===== src/sbsd_pkg.sv =====
// Package with shared types and constants of the spectroscopy block stream decoder.
`timescale 1ns / 1ps
package sbsd_pkg;
   localparam logic [2:0] KIND_RECORD      = 3'd0;
   localparam logic [2:0] KIND_BAD_MARKER  = 3'd1;
   localparam logic [2:0] KIND_BAD_SIZE    = 3'd2;
   localparam logic [2:0] KIND_NON_SPECT   = 3'd3;
   localparam logic [2:0] KIND_WRONG_SIZE  = 3'd4;
   localparam logic [2:0] KIND_BAD_BOARD   = 3'd5;
   localparam logic [2:0] KIND_TRAILING    = 3'd6;
   localparam logic [2:0] KIND_EMPTY       = 3'd7;

   localparam logic [2:0] MODE_IDLE   = 3'd0;
   localparam logic [2:0] MODE_HEADER = 3'd1;
   localparam logic [2:0] MODE_DATA   = 3'd2;
   localparam logic [2:0] MODE_SKIP   = 3'd3;
   localparam logic [2:0] MODE_DRAIN  = 3'd4;

   localparam logic REG_BOARD_LIMIT  = 1'b0;
   localparam logic REG_BLOCK_MARKER = 1'b1;

   localparam logic [15:0] HDR_BYTES   = 16'd9;
   localparam logic [15:0] SPECT_BLOCK = 16'd705;
   localparam logic [15:0] OFF_HG      = 16'd56;
   localparam logic [15:0] OFF_LG      = 16'd184;
   localparam logic [15:0] OFF_TOA     = 16'd312;
   localparam logic [15:0] OFF_TOT     = 16'd568;
   localparam logic [15:0] VENDOR_END  = 16'd696;

   localparam int CH_BITS = 6;

   localparam logic [1:0] LANE_HG  = 2'd0;
   localparam logic [1:0] LANE_LG  = 2'd1;
   localparam logic [1:0] LANE_TOA = 2'd2;

   typedef struct packed {
      logic [2:0]  kind;
      logic [7:0]  board;
      logic [5:0]  channel;
      logic [63:0] trigger_number;
      logic [63:0] time_bits;
      logic [63:0] relative_time_bits;
      logic [15:0] over_threshold_time;
   } rec_type;

   typedef struct packed {
      logic              wr_en;
      logic [1:0]        wr_lane;
      logic [CH_BITS-1:0] wr_addr;
      logic [31:0]       wr_data;
      logic              rd_en;
      logic [CH_BITS-1:0] rd_addr;
   } buf_ctl_type;
endpackage


===== src/sbsd_ram.sv =====
// Generic single-write, single-read RAM with registered read data.
`timescale 1ns / 1ps
module sbsd_ram #(
   parameter int WIDTH = 16,
   parameter int DEPTH = 64
) (
   input  logic                     clock,
   input  logic                     wr_en,
   input  logic [$clog2(DEPTH)-1:0] wr_addr,
   input  logic [WIDTH-1:0]         wr_data,
   input  logic                     rd_en,
   input  logic [$clog2(DEPTH)-1:0] rd_addr,
   output logic [WIDTH-1:0]         rd_data
);
   logic [WIDTH-1:0] mem [DEPTH];
   logic [WIDTH-1:0] rd_data_ff;

   always_ff @(posedge clock) begin
      if (wr_en) begin
         mem[wr_addr] <= wr_data;
      end
      if (rd_en) begin
         rd_data_ff <= mem[rd_addr];
      end
   end

   assign rd_data = rd_data_ff;
endmodule


===== src/sbsd_chbuf.sv =====
// Channel buffer: high-gain, low-gain and arrival-time memories.
`timescale 1ns / 1ps
module sbsd_chbuf (
   input  logic                 clock,
   input  sbsd_pkg::buf_ctl_type ctl,
   output logic [15:0]          high_gain,
   output logic [15:0]          low_gain,
   output logic [31:0]          arrival_time
);
   import sbsd_pkg::*;

   logic we_hg;
   logic we_lg;
   logic we_toa;

   assign we_hg  = ctl.wr_en && (ctl.wr_lane == LANE_HG);
   assign we_lg  = ctl.wr_en && (ctl.wr_lane == LANE_LG);
   assign we_toa = ctl.wr_en && (ctl.wr_lane == LANE_TOA);

   sbsd_ram #(.WIDTH(16), .DEPTH(64)) u_hg (
      .clock(clock), .wr_en(we_hg), .wr_addr(ctl.wr_addr), .wr_data(ctl.wr_data[15:0]),
      .rd_en(ctl.rd_en), .rd_addr(ctl.rd_addr), .rd_data(high_gain));
   sbsd_ram #(.WIDTH(16), .DEPTH(64)) u_lg (
      .clock(clock), .wr_en(we_lg), .wr_addr(ctl.wr_addr), .wr_data(ctl.wr_data[15:0]),
      .rd_en(ctl.rd_en), .rd_addr(ctl.rd_addr), .rd_data(low_gain));
   sbsd_ram #(.WIDTH(32), .DEPTH(64)) u_toa (
      .clock(clock), .wr_en(we_toa), .wr_addr(ctl.wr_addr), .wr_data(ctl.wr_data),
      .rd_en(ctl.rd_en), .rd_addr(ctl.rd_addr), .rd_data(arrival_time));
endmodule


===== config.mk =====
export PLATFORM = sky130hd
export DESIGN_NAME = sbsd_chbuf
export DESIGN_NICKNAME = d
export VERILOG_FILES = /design/src/sbsd_pkg.sv /design/src/sbsd_ram.sv /design/src/sbsd_chbuf.sv
export SDC_FILE = /design/constraint.sdc
export NUM_CORES = 2
export LEC_CHECK = 0
export BUFFER_PORTS_ARGS = -buffer_cell sky130_fd_sc_hd__buf_4
export CAP_MARGIN = 25
export CORE_MARGIN = 2
export CORE_UTILIZATION = 57
export DETAILED_ROUTE_END_ITERATION = 10
export MAX_ROUTING_LAYER = met4
export PLACE_DENSITY = 0.76
export SYNTH_ARGS = -nofsm -noshare
export SYNTH_HDL_FRONTEND = slang
export SYNTH_SLANG_ARGS = --single-unit

===== constraint.sdc =====
create_clock -name clock -period 3.15 [get_ports clock]
set_input_delay 0.1575 -clock clock [delete_from_list [all_inputs] [get_ports clock]]
set_output_delay 0.1575 -clock clock [all_outputs]
set_load 0.01 [all_outputs]

Word-level counts from Yosys, hierarchy flattened
Memory sizes are Yosys's and may differ from the RTL's. A register that Yosys moved wholly into a read port is not among the register bits.
Cells that the tools add are included.
- register bits: 0
- logic and storage cells: 15
- output and inout bits: 64
- bits of input ports: 49
- memories: 3
- bits in writable memories: 4096
- memory list (name ; words ; bits a word ; read ports ; clocked after memory_dff ; wr ports ; line ; RTL):
    u_toa.mem ; 64 ; 32 ; 1 ; 1 ; 1 ; sbsd_ram.sv:15 ; logic [WIDTH-1:0] mem [DEPTH];
    u_hg.mem ; 64 ; 16 ; 1 ; 1 ; 1 ; sbsd_ram.sv:15 ;
    u_lg.mem ; 64 ; 16 ; 1 ; 1 ; 1 ; sbsd_ram.sv:15 ;
- equality and inequality tests: 2
- reductions and logical operators: 4
- multiplexer cells: 6
- operator list (kind ; number):
    two-way mux 1 bit ; 6
    logical AND 1 bit ; 3
    == test 2 x 1 -> 1 bit, second input constant ; 1
    == test 2 bit, second input constant ; 1
    zero test 2 bit ; 1

Depth between registers and ports, before layout
- depth after elaboration: 4
- depth in mapped cells: 9
- gate-level depth less buffers: 5

By module
Synthesis repeated with hierarchy kept, for this count alone.
- cell total of the unflattened synthesis: 6985
- area total of the unflattened synthesis: 159270.3 um2
- by module, submodules not included (module ; seq. area each (um2) ; cells each ; area an instance (um2) ; instances):
    sbsd_ram (u_hg ...) ; 31230.0 ; 1829 ; 40202.3 ; 2
    sbsd_ram (u_toa) ; 62459.9 ; 3324 ; 78835.6 ; 1
    sbsd_chbuf ; 0.0 ; 3 ; 30.0 ; 1

Worst setup path before layout
No wires, ideal clock.
- path kind: input port to flip-flop
- start: input port ctl[44] (netlist bit)
- end: memory u_toa.mem[36][0] (enable)
- data arrival time: 2527 ps
- setup time: 421 ps
- buffers on the path: 3
- required time: 2729 ps
- cell stages on the path: 5
- path slack: 202 ps
- path through: clkbuf_1 -> or3b_2 -> clkbuf_1 -> clkbuf_1 -> nor2_1
- RTL lines (what ; line ; RTL):
    from (decl) ; sbsd_chbuf.sv:5 ; input sbsd_pkg::buf_ctl_type ctl,
    to (decl) ; sbsd_ram.sv:15 ;
Straight into the memory's write port.

==> metrics.txt <==
status=finished clean; hold depth=5; Synth Cell Area=157000 sq um; crit end category=flop; worst slew pin tran=1220 ps; Clock Pin Slew Worst Setup and Hold Paths=approximately 70 ps; Crit-path slowest cell=nor4_1; VDD IR-drop max=roughly 0.75 mV; initial antenna violation count=27; cell depth of the worst flop-to-flop path=4; layout cell share with drive strength beyond 1=roughly 30%; critical path required time=between 3000 and 4000 ps; Final Hold Fails=0; DR pass1 iterations=8; fin crit share=a little over nine tenths; hold_ws=62.8 ps; number of synthesized flops with an enable pin=around 4200; Post-CTS Resized=0; power per standard cell area=around 640 nW/um^2; CTS Hold Buffers Added=38; WL/cell=~39 um; Critical path buffers and inverters=3; aggregate global-route resource usage=32.4%; Via density=about 7.1; Hold Path Origin=ctl[1]; syn_nets=approximately 6800; CTS tree=yes; DP Cell Count=10600; adder-cell share of the synthesized area=0%; total power=~120000 uW; sequential element share of the synthesized area=just under 80%; Mapped Cells=6744; core box area=approximately 270000 sq um; postcts setup bufs=0; Post-Synth Simple-Gate Area=roughly 1.4%; Die Width=between 500 and 600 um; Leak=about 0.057 uW; worst hold path type=input port to flop; Die Ht=about 530 um; CTS Sinks=approximately 4200; Starting Density=57.4%; clk buf depth=4; Residual DRC=0; vias in the first global route=80800; Cell variety after synth=39; CP top delay family=simple AND/OR/NAND/NOR gates; most frequent cells in the layout=edfxtp_1, mux4_2, buf_4; Initial DRC Count=14000; die area=280000 sq um; Crit Path Class=input port to flop; fraction of registers with async set/reset=0%; skew final=79.0 ps; # Max-Cap Violations=0; worst path cell trace=dlygate4sd3_1 -> buf_4 -> nand2b_2 -> buf_4 -> o22ai_1 -> nor4_1 -> a2bb2oi_1; max incr delay on CP=~1100 ps; Yosys reg bits=roughly 4200; mux share of post-synthesis cell area=around 15%; RR Endpoint=u_hg.rd_data[5]; Final ANT Viol Nets=0; Crit Path Max Fanout=25; clock latency on the worst-skew pair=a little under 1000 ps; worst rel slew slack=a little under a fifth; CTS Buf Count=400; # nets final=7513; IO buf count=roughly 110; row cnt=roughly 190; Setup WS post-layout=~160 ps; Finished Layout Cells=~11000; Max Freq=between 300 and 400 MHz; RSZ-0062 raised after global routing=false; FF-to-FF Start=u_hg.mem[59][5]; type of origin of the critical path=input port; first-pass GRT wire length=between 600000 and 700000 um; main combinational cell family by area after synthesis=multiplexers; Tmin final=between 2000 and 3000 ps; Clock Tree Root=clkbuf_16; Ys Warns=0; CP dominant cell by count=buf_4; setup_tns=0 ps; area growth from synthesis to layout=14.9%; post-synthesis xor/xnor area fraction=0%; Post-Route WL=around 440000 um; compound-gate portion of the synthesized area=~2.6%; largest net degree at the start of global routing=~130; Hold EP=u_lg.rd_data[3]; reg2reg setup slack=between 700 and 800 ps; Avg Cell Area, Syn=approximately 23 sq um; total gr overflow=0; WP data arrival=roughly 3800 ps; htree depth=5; vias=81100; half-perimeter wire length after placement=approximately 240000 um; main flop type after synthesis=edfxtp_1; IO Pins=roughly 110; fillers=approximately 16000; Slew Limit Fails=0; Final setup viols=0; DP Worst Slack=-107 ps; routability congestion estimate=around 0.88; most common cell after layout, fill and taps aside=edfxtp_1
metrics by stage:
stage / cell area (sq um) / util, %
floorplan: 157000 / -
global placement: 167000 / 60.9
detailed placement: 167000 / 60.9
CTS: 180000 / 65.9
global route: 181000 / 65.9
finish: 181000 / 65.9
metal layers:
| layer | wire (um) | vias up | global-route usage, % |
|---|---|---|---|
| met5 | 0 | - | - |
| met4 | 24100 | 0 | 14.7 |
| met3 | 58300 | 1257 | 7.32 |
| met2 | 213000 | 7160 | 50.3 |
| met1 | 145000 | 42100 | 41.3 |
| li1 | - | 30500 | - |
cell type report:
type | count | area [sq um] | share of cell area (%)
antenna | 15 | 37.5 | 0.0208
clock buffer | 472 | 10300 | 5.71
clock inverter | 260 | 2930 | 1.62
multi-input combinational | 2191 | 30700 | 17.0
sequential | 4160 | 125000 | 69.2
tap | 3589 | 4490 | 2.49
timing repair buffer | 711 | 7140 | 3.95
state kept, by name, summed over array words and instances (netlist names):
signal         flops
u_hg.rd_data      16
u_lg.rd_data      16
u_toa.rd_data     32
u_lg.mem        1024
u_hg.mem        1024
u_toa.mem       2048
cells by family after synthesis:
group,after synthesis
compound gates,579
simple gates,488
buf+inv,393
flops,4160
mux,1124
how the worst max path moves through the flow:
stage	startpoint	depth (start not counted)	to
2_1_floorplan	ctl[44]	5	u_toa.mem[36][0]
3_3_place_gp	ctl[4]	6	u_toa.rd_data[18]
3_5_place_dp	ctl[4]	7	u_toa.rd_data[13]
4_1_cts	ctl[4]	8	u_toa.rd_data[13]
5_1_grt	ctl[4]	8	u_toa.rd_data[13]
6_report	ctl[4]	7	u_toa.rd_data[19]
synthesized netlist by cell type, drive strengths merged, types with 13 or more instances:
cell,number,share of area [%]
nand2b,14,0.056
edfxtp,4160,80
o21ai,13,0.041
nand2,94,0.22
a22o,22,0.12
o221ai,58,0.32
a21oi,70,0.22
o22a,13,0.072
nor2,265,0.63
a2bb2oi,38,0.21
mux4,1010,14
nor4,51,0.20
mux2,15,0.11
o22ai,302,1.2
nor2b,19,0.076
a221oi,33,0.18
mux2i,99,0.63
buf,220,0.92
clkbuf,173,0.41
worst reg2reg max path, stage by stage, from the launching register on:
cell and delay (ps):
edfxtp_1 410, mux4_2 500, a22o_1 260, a221oi_1 780, a221oi_1 190
power breakdown:
part,total (uW),switching [uW],internal [uW]
registers,61300,189,61100
clock network,48700,20900,27800
logic,5910,3720,2190
total,116000,24800,91100
No activity file was read; power rests on OpenSTA's default activity.
